**src/hw/rtl/ddw_pkg.sv**
```systemverilog
package ddw_pkg;

	localparam int unsigned YEAR_W  = 14;
	localparam int unsigned MONTH_W = 4;
	localparam int unsigned DAY_W   = 5;
	localparam int unsigned DOY_W   = 9;
	localparam int unsigned DIFF_W  = 22;
	localparam int unsigned WD_W    = 3;

	// largest year accepted, larger years saturate here
	localparam logic [YEAR_W-1:0] YEAR_LIMIT = 14'd9999;
	// one 400-year cycle of shift, minus one for the days-before-year count
	localparam logic [YEAR_W-1:0] YEAR_OFFSET = 14'd399;

	// x / 25 = (x * REC25) >> REC25_SH, exact for x below 2600
	localparam int unsigned REC_W    = 23;
	localparam logic [11:0] REC25    = 12'd2622;
	localparam int unsigned REC25_SH = 16;

	// x / 7 = (x * REC7) >> REC7_SH, exact for x below 2**22
	localparam int unsigned PROD7_W = 45;
	localparam logic [22:0] REC7    = 23'd4793491;
	localparam int unsigned REC7_SH = 25;

	localparam logic [DIFF_W-1:0] DAYS_PER_YEAR = 22'd365;

	typedef struct packed {
		logic [YEAR_W-1:0]  year_a;
		logic [MONTH_W-1:0] month_a;
		logic [DAY_W-1:0]   day_a;
		logic [YEAR_W-1:0]  year_b;
		logic [MONTH_W-1:0] month_b;
		logic [DAY_W-1:0]   day_b;
	} dates_t;

	typedef struct packed {
		logic [DOY_W-1:0]  day_of_year_a;
		logic [DIFF_W-1:0] days_between;
		logic [WD_W-1:0]   weekday_a;
	} result_t;

	// one date after classification by the front end
	typedef struct packed {
		logic [YEAR_W-1:0] year;   // saturated year
		logic [DOY_W-1:0]  cum;    // days of the months before, common year
		logic              late;   // month past february
		logic [DAY_W-1:0]  day;
		logic              div4;   // year divisible by 4
		logic [REC_W-1:0]  rec;    // (year / 4) * REC25
	} date_cls_t;

	typedef struct packed {
		date_cls_t a;
		date_cls_t b;
	} entry_t;

	typedef struct packed {
		logic   valid;
		entry_t entry;
	} queue_head_t;

endpackage

```
**src/hw/rtl/ddw_front.sv**
```systemverilog
module ddw_front (
	input  logic            start,
	input  logic            full,
	input  ddw_pkg::dates_t dates,
	output logic            busy,
	output logic            push,
	output ddw_pkg::entry_t entry
);
	import ddw_pkg::*;

	function automatic logic [DOY_W-1:0] cum_days(input logic [MONTH_W-1:0] month);
		logic [DOY_W-1:0] c;
		case (month) inside
			4'd0, 4'd1: c = 9'd0;
			4'd2:       c = 9'd31;
			4'd3:       c = 9'd59;
			4'd4:       c = 9'd90;
			4'd5:       c = 9'd120;
			4'd6:       c = 9'd151;
			4'd7:       c = 9'd181;
			4'd8:       c = 9'd212;
			4'd9:       c = 9'd243;
			4'd10:      c = 9'd273;
			4'd11:      c = 9'd304;
			default:    c = 9'd334;
		endcase
		return c;
	endfunction

	function automatic date_cls_t classify(input logic [YEAR_W-1:0] year,
			input logic [MONTH_W-1:0] month, input logic [DAY_W-1:0] day);
		logic [YEAR_W-1:0] y;
		date_cls_t         c;
		y      = (year > YEAR_LIMIT) ? YEAR_LIMIT : year;
		c.year = y;
		c.cum  = cum_days(month);
		c.late = (month >= 4'd3);
		c.day  = day;
		c.div4 = (y[1:0] == 2'b00);
		c.rec  = REC_W'(y[YEAR_W-1:2]) * REC_W'(REC25);
		return c;
	endfunction

	assign busy    = full;
	assign push    = start && !full;
	assign entry.a = classify(dates.year_a, dates.month_a, dates.day_a);
	assign entry.b = classify(dates.year_b, dates.month_b, dates.day_b);

endmodule

```
**src/hw/rtl/ddw_queue.sv**
```systemverilog
module ddw_queue #(
	parameter int unsigned DEPTH = 4
) (
	input  logic                 clk,
	input  logic                 arst_n,
	input  logic                 push,
	input  ddw_pkg::entry_t      entry,
	input  logic                 pop,
	output logic                 full,
	output ddw_pkg::queue_head_t head
);
	import ddw_pkg::*;

	localparam int unsigned PTR_W = (DEPTH > 1) ? $clog2(DEPTH) : 1;
	localparam int unsigned CNT_W = $clog2(DEPTH + 1);

	entry_t             slot_q [DEPTH];
	logic [PTR_W-1:0]   wr_q;
	logic [PTR_W-1:0]   rd_q;
	logic [CNT_W-1:0]   cnt_q;
	logic               empty;
	logic               do_push;
	logic               do_pop;

	function automatic logic [PTR_W-1:0] next_ptr(input logic [PTR_W-1:0] p);
		return (p == PTR_W'(DEPTH - 1)) ? '0 : p + 1'b1;
	endfunction

	assign full    = (cnt_q == CNT_W'(DEPTH));
	assign empty   = (cnt_q == '0);
	assign do_push = push && !full;
	assign do_pop  = pop && !empty;

	assign head.valid = !empty;
	assign head.entry = slot_q[rd_q];

	always_ff @(posedge clk or negedge arst_n) begin
		if (!arst_n) begin
			wr_q  <= '0;
			rd_q  <= '0;
			cnt_q <= '0;
		end else begin
			if (do_push) wr_q <= next_ptr(wr_q);
			if (do_pop)  rd_q <= next_ptr(rd_q);
			if (do_push && !do_pop)      cnt_q <= cnt_q + 1'b1;
			else if (do_pop && !do_push) cnt_q <= cnt_q - 1'b1;
		end
	end

	always_ff @(posedge clk) begin
		if (do_push) slot_q[wr_q] <= entry;
	end

endmodule

```
**src/hw/rtl/ddw_back.sv**
```systemverilog
module ddw_back (
	input  logic                 clk,
	input  logic                 arst_n,
	input  ddw_pkg::queue_head_t head,
	output logic                 pop,
	output logic                 done,
	output ddw_pkg::result_t     result
);
	import ddw_pkg::*;

	// ordinal day, with the leap check finished from the front's reciprocal product
	function automatic logic [DOY_W-1:0] ordinal(input date_cls_t c);
		logic [6:0]  d;
		logic [11:0] t;
		logic        h;
		logic        f;
		logic        leap;
		d    = c.rec[REC_W-1:REC25_SH];
		t    = c.year[YEAR_W-1:2];
		h    = c.div4 && (t == 12'(d) * 12'd25);
		f    = h && (d[1:0] == 2'b00);
		leap = c.div4 && (!h || f);
		return c.cum + DOY_W'(c.day) + DOY_W'(c.late && leap);
	endfunction

	function automatic logic [DIFF_W-1:0] day_count(input logic [YEAR_W-1:0] p,
			input logic [11:0] q4, input logic [REC_W-1:0] rec, input logic [DOY_W-1:0] doy);
		logic [6:0] c;
		c = rec[REC_W-1:REC25_SH];
		return DIFF_W'(p) * DAYS_PER_YEAR + DIFF_W'(q4) - DIFF_W'(c)
			+ DIFF_W'(c[6:2]) + DIFF_W'(doy);
	endfunction

	logic [YEAR_W-1:0] p_a;
	logic [YEAR_W-1:0] p_b;

	logic              v_s1;
	logic [DOY_W-1:0]  doy_a_s1;
	logic [DOY_W-1:0]  doy_b_s1;
	logic [YEAR_W-1:0] p_a_s1;
	logic [YEAR_W-1:0] p_b_s1;
	logic [REC_W-1:0]  rec_a_s1;
	logic [REC_W-1:0]  rec_b_s1;

	logic              v_s2;
	logic [DOY_W-1:0]  doy_a_s2;
	logic [DIFF_W-1:0] na_s2;
	logic [DIFF_W-1:0] nb_s2;

	logic              v_s3;
	logic [DOY_W-1:0]  doy_a_s3;
	logic [DIFF_W-1:0] diff_s3;
	logic [2:0]        x_lo_s3;
	logic [2:0]        q_lo_s3;

	logic [DIFF_W-1:0]  x;
	logic [PROD7_W-1:0] prod7;

	logic    done_q;
	result_t result_q;

	assign pop = head.valid;
	assign p_a = head.entry.a.year + YEAR_OFFSET;
	assign p_b = head.entry.b.year + YEAR_OFFSET;

	assign x     = na_s2 - 1'b1;
	assign prod7 = PROD7_W'(x) * PROD7_W'(REC7);

	always_ff @(posedge clk or negedge arst_n) begin
		if (!arst_n) begin
			v_s1   <= 1'b0;
			v_s2   <= 1'b0;
			v_s3   <= 1'b0;
			done_q <= 1'b0;
		end else begin
			v_s1   <= head.valid;
			v_s2   <= v_s1;
			v_s3   <= v_s2;
			done_q <= v_s3;
		end
	end

	always_ff @(posedge clk) begin
		doy_a_s1 <= ordinal(head.entry.a);
		doy_b_s1 <= ordinal(head.entry.b);
		p_a_s1   <= p_a;
		p_b_s1   <= p_b;
		rec_a_s1 <= REC_W'(p_a[YEAR_W-1:2]) * REC_W'(REC25);
		rec_b_s1 <= REC_W'(p_b[YEAR_W-1:2]) * REC_W'(REC25);

		doy_a_s2 <= doy_a_s1;
		na_s2    <= day_count(p_a_s1, p_a_s1[YEAR_W-1:2], rec_a_s1, doy_a_s1);
		nb_s2    <= day_count(p_b_s1, p_b_s1[YEAR_W-1:2], rec_b_s1, doy_b_s1);

		doy_a_s3 <= doy_a_s2;
		diff_s3  <= (na_s2 >= nb_s2) ? (na_s2 - nb_s2) : (nb_s2 - na_s2);
		x_lo_s3  <= x[2:0];
		q_lo_s3  <= prod7[REC7_SH+2:REC7_SH];

		// x mod 7 = x - 7q, and -7q is q modulo 8
		result_q.day_of_year_a <= doy_a_s3;
		result_q.days_between  <= diff_s3;
		result_q.weekday_a     <= x_lo_s3 + q_lo_s3 + 3'd1;
	end

	assign done   = done_q;
	assign result = result_q;

endmodule

```
**src/hw/rtl/date_difference_and_weekday_unit.sv**
```systemverilog
// Takes a pair of dates on each start transfer and returns day of year of date A, the
// absolute day distance between A and B, and the weekday of A (1 Monday to 7 Sunday).
// One item can be accepted every clock cycle while busy is low; its result shows on done
// and result for one cycle and is taken once it has passed one queue slot and then a
// four-stage back end. The receiver cannot hold results off and the back end never
// stalls, so with QUEUE_DEPTH above 1 the queue does not fill and busy stays low in
// operation. Years above 9999 saturate, month 0 reads as January, months above 12 read
// as December, and days are not checked.
module date_difference_and_weekday_unit #(
	parameter int unsigned QUEUE_DEPTH = 4
) (
	input  logic             clk,
	input  logic             arst_n,
	input  logic             start,
	output logic             busy,
	input  ddw_pkg::dates_t  dates,
	output logic             done,
	output ddw_pkg::result_t result
);
	import ddw_pkg::*;

	logic        full;
	logic        push;
	logic        pop;
	entry_t      entry;
	queue_head_t head;

	ddw_front u_front (
		.start (start),
		.full  (full),
		.dates (dates),
		.busy  (busy),
		.push  (push),
		.entry (entry)
	);

	ddw_queue #(
		.DEPTH (QUEUE_DEPTH)
	) u_queue (
		.clk    (clk),
		.arst_n (arst_n),
		.push   (push),
		.entry  (entry),
		.pop    (pop),
		.full   (full),
		.head   (head)
	);

	ddw_back u_back (
		.clk    (clk),
		.arst_n (arst_n),
		.head   (head),
		.pop    (pop),
		.done   (done),
		.result (result)
	);

endmodule

```
**config.mk**
```make
export PLATFORM = sky130hd
export DESIGN_NAME = date_difference_and_weekday_unit
export DESIGN_NICKNAME = d
export VERILOG_FILES = /design/src/hw/rtl/ddw_pkg.sv /design/src/hw/rtl/ddw_front.sv /design/src/hw/rtl/ddw_queue.sv /design/src/hw/rtl/ddw_back.sv /design/src/hw/rtl/date_difference_and_weekday_unit.sv
export SDC_FILE = /design/constraint.sdc
export NUM_CORES = 2
export LEC_CHECK = 0
export BUFFER_PORTS_ARGS = -buffer_cell sky130_fd_sc_hd__buf_2
export CAP_MARGIN = 20
export CORE_MARGIN = 3
export CORE_UTILIZATION = 59
export DETAILED_ROUTE_END_ITERATION = 10
export PLACE_DENSITY = 0.81
export SLEW_MARGIN = 20
export SYNTH_ARGS = -nofsm -noshare
export SYNTH_HDL_FRONTEND = slang
export SYNTH_SLANG_ARGS = --single-unit
```
**constraint.sdc**
```tcl
create_clock -name clk -period 6.66 [get_ports clk]
set_input_delay 0.333 -clock clk [delete_from_list [all_inputs] [get_ports clk]]
set_output_delay 0.333 -clock clk [all_outputs]
set_load 0.02 [all_outputs]
```
==> flow_metrics.env <==
export IMPL_ios=85
export IMPL_die_width_um=271
export IMPL_overflow=0
export IMPL_cts_tree="yes"
export IMPL_crit_fanout=8
export IMPL_regArea_um2=12900
export IMPL_rr_endpoint="u_back.rec_a_s1[21]"
export IMPL_ys_types=80
export IMPL_cp_arrival_ns=7.14
export IMPL_syn_area_um2=41500
export IMPL_multiInputGateArea_um2=25600
export IMPL_synthToLayoutAreaGrowth_pct=10.7
export IMPL_clock_latency_ns=0.62
export IMPL_start_util_pct=60.0
export IMPL_grt_max_degree=61
export IMPL_cts_sinks=491
export IMPL_outcome="finished, final reports clean"
export IMPL_wl_per_cell_um=17.9
export IMPL_final_antenna_net_count=0
export IMPL_ys_seq_elements=491
export IMPL_first_iter_violations=1355
export IMPL_slew_headroom_pct=39.4
export IMPL_track_usage_pct=23.5
export IMPL_fin_skew_ns=0.0319
export IMPL_drive_above_1_share_pct=11.7
export IMPL_syn_nets=4698
export IMPL_fin_crit_ns=6.64
export IMPL_cpMaxStageDelayCell="mux4_2"
export IMPL_syn_mean_instance_area_um2=11.9
export IMPL_dr_wl_met3_um=4030
export IMPL_finalMaxSlewViolations=0
export IMPL_gp_congestion=0.917
export IMPL_synth_ff_type="edfxtp_1"
export IMPL_synth_seq_area_share_pct=31.0
export IMPL_fmax_mhz=151
export IMPL_wl_met1_um=35100
export IMPL_placementRows=96
export IMPL_crit_top_cell="fa_1"
export IMPL_wirelength_um=84400
export IMPL_endpoint_kind="register"
export IMPL_crit_buf_inv=4
export IMPL_yosys_warnings=0
export IMPL_finalCritPeriodShare_pct=99.7
export IMPL_r2r_slack_ns=0.02
export IMPL_antenna_found_initial=0
export IMPL_grt_setup_unrepaired="true"
export IMPL_min_to="u_queue.slot_q[3][74]"
export IMPL_r2r_start="u_queue.rd_q[0]"
export IMPL_routed_top_layer="met4"
export IMPL_grt_pass1_vias=27600
export IMPL_route_met2_wl_um=42700
export IMPL_hold_start="dates[33]"
export IMPL_ys_async_sr_fraction_pct=2.24
export IMPL_cp_start_kind="register"
export IMPL_setup_viol=0
export IMPL_clk_pin_slew_ns=0.07
export IMPL_dieArea_um2=73500
export IMPL_final_core_utilization_pct=66.5
export IMPL_synthCells=3496
export IMPL_dp_hpwl_um=65800
export IMPL_worst_pin_slew_ns=0.909
export IMPL_via_per_inst=5.38
export IMPL_min_path_cells=2
export IMPL_numCtsBuffers=51
export IMPL_max_stage_delay_ns=0.58
export IMPL_hold_violations=0
export IMPL_clk_path_buf_depth=3
export IMPL_cts_root_buf="clkbuf_16"
export IMPL_cts_max_level=2
export IMPL_diodes=0
export IMPL_critPathKind="register to register"
export IMPL_fp_coreArea_um2=69100
export IMPL_required_ns=7.16
export IMPL_grt_pass1_wl_um=139000
export IMPL_nFillCells=4848
export IMPL_critical_path_top_delay_family="adder cells"
export IMPL_drc_errors=0
export IMPL_hp_class="input port to register"
export IMPL_io_buffers=84
export IMPL_synth_edff_count=296
export IMPL_drt_pass1_iterations=5
export IMPL_nets=4935
export IMPL_maxCapViolations=0
export IMPL_vias=25300
export IMPL_fp_dieH_um=271
export IMPL_worstRegToRegCells=26
## worst max-delay path by stage
stage	start	end	slack, ns	cells past startpoint
after floorplan	u_queue.rd_q[0]	u_back.rec_a_s1[21]	-0.02	29
after global placement	u_queue.rd_q[0]	u_back.rec_a_s1[21]	0.05	27
after detailed placement	u_queue.rd_q[0]	u_back.rec_b_s1[22]	-0.09	28
after CTS	u_queue.rd_q[0]	u_back.rec_b_s1[22]	-0.001	27
after global routing	u_queue.rd_q[0]	u_back.rec_a_s1[21]	-0.27	27
final	u_queue.rd_q[0]	u_back.rec_a_s1[21]	0.02	26
## routing by layer
layer	global-route usage, %	vias to the layer above
met4	6.60	0
met5	0	-
met3	2.96	157
li1	-	12000
met1	30.0	12500
met2	42.0	636
## flip-flops by register name, indices dropped and copies added, names as in the netlist, 9 cells and up
register	cells
u_back.na_s2	22
u_back.nb_s2	22
u_back.result	34
u_back.p_b_s1	14
u_back.doy_a_s3	9
u_back.doy_b_s1	9
u_queue.slot_q	296
u_back.doy_a_s2	9
u_back.diff_s3	22
u_back.p_a_s1	14
u_back.doy_a_s1	9
## metrics by stage
stage	setup slack, ns	TNS, ns	cell area (um2)	hold WS (ns)	instances
after floorplan	-0.0207	-0.0207	41500	0.0374	3496
after global placement	0.0496	0	43800	0.214	4590
after detailed placement	-0.0880	-0.180	43800	0.218	4590
after CTS	-0.00110	-0.00110	45600	0.0598	4699
after global routing	-0.270	-1.04	45900	0.0759	4705
final	0.0177	0	45900	0.0856	4705
## layout by cell type (no fill, tap or decap), types with 52 or more instances in the layout
cell	n
a21o_1	61
a21oi_1	93
buf_2	84
buf_4	128
clkbuf_16	52
dfxtp_1	184
edfxtp_1	296
fa_1	428
ha_1	719
inv_1	811
mux4_2	69
nand2_1	77
nor2_1	72
o21ai_0	59
xnor2_1	144
xor2_1	58
## final cells by class
type | count | share of cell area (%)
Clock inverter | 35 | 0.673
Inverter | 816 | 6.67
Multi-Input combinational cell | 2142 | 55.7
Clock buffer | 59 | 2.85
Tap cell | 931 | 2.54
Sequential cell | 491 | 28.0
Timing Repair Buffer | 231 | 3.55
## cells by family after synthesis
logic type | count (synthesis) | share of synthesized area, %
flops | 491 | 31.0
simple gates | 344 | 4.23
compound gates | 349 | 5.53
xor+xnor | 210 | 4.50
mux | 86 | 4.20
buf+inv | 863 | 7.97
fa+ha+maj | 1153 | 42.6
## cell usage after synthesis (4+ instances only)
cell type	number	area share, %
inv_1	816	7.4
ha_1	724	22
fa_1	429	21
edfxtp_1	296	21
dfxtp_1	184	8.9
xnor2_1	148	3.1
a21oi_1	96	1.2
nand2_1	79	0.72
nor2_1	75	0.68
mux4_2	69	3.7
o21ai_0	62	0.75
a21o_1	61	1.1
xor2_1	60	1.3
nor3_1	33	0.40
clkbuf_1	28	0.25
nand2b_1	26	0.39
o21a_1	23	0.42
nor2b_1	21	0.32
nand3_1	20	0.24
nand4_1	20	0.30
mux2i_1	15	0.36
o21bai_1	15	0.27
a31oi_1	12	0.18
and2_1	12	0.18
nor4_1	12	0.18
and3_1	11	0.17
dfrtp_1	11	0.66
buf_2	10	0.12
o211ai_1	10	0.18
or2_2	10	0.15
a211oi_1	9	0.16
a211o_1	7	0.15
a41oi_1	6	0.13
nor3b_1	5	0.091
o31ai_1	5	0.091
or3_1	5	0.075
a2111oi_0	4	0.085
buf_4	4	0.072
o211a_1	4	0.097
o21ai_1	4	0.048
## what timing repair did
item,CTS,global route
hold buffers,11,0
cloned,0,1
hold endpoints to repair,51,0
endpoints found under the setup margin,4,16
resized for setup,5,47
pin swaps,8,23
buffers inserted,4,5
Power is not shown: default switching activity piles up to over one toggle a cycle in this logic, so the estimate is an artifact.
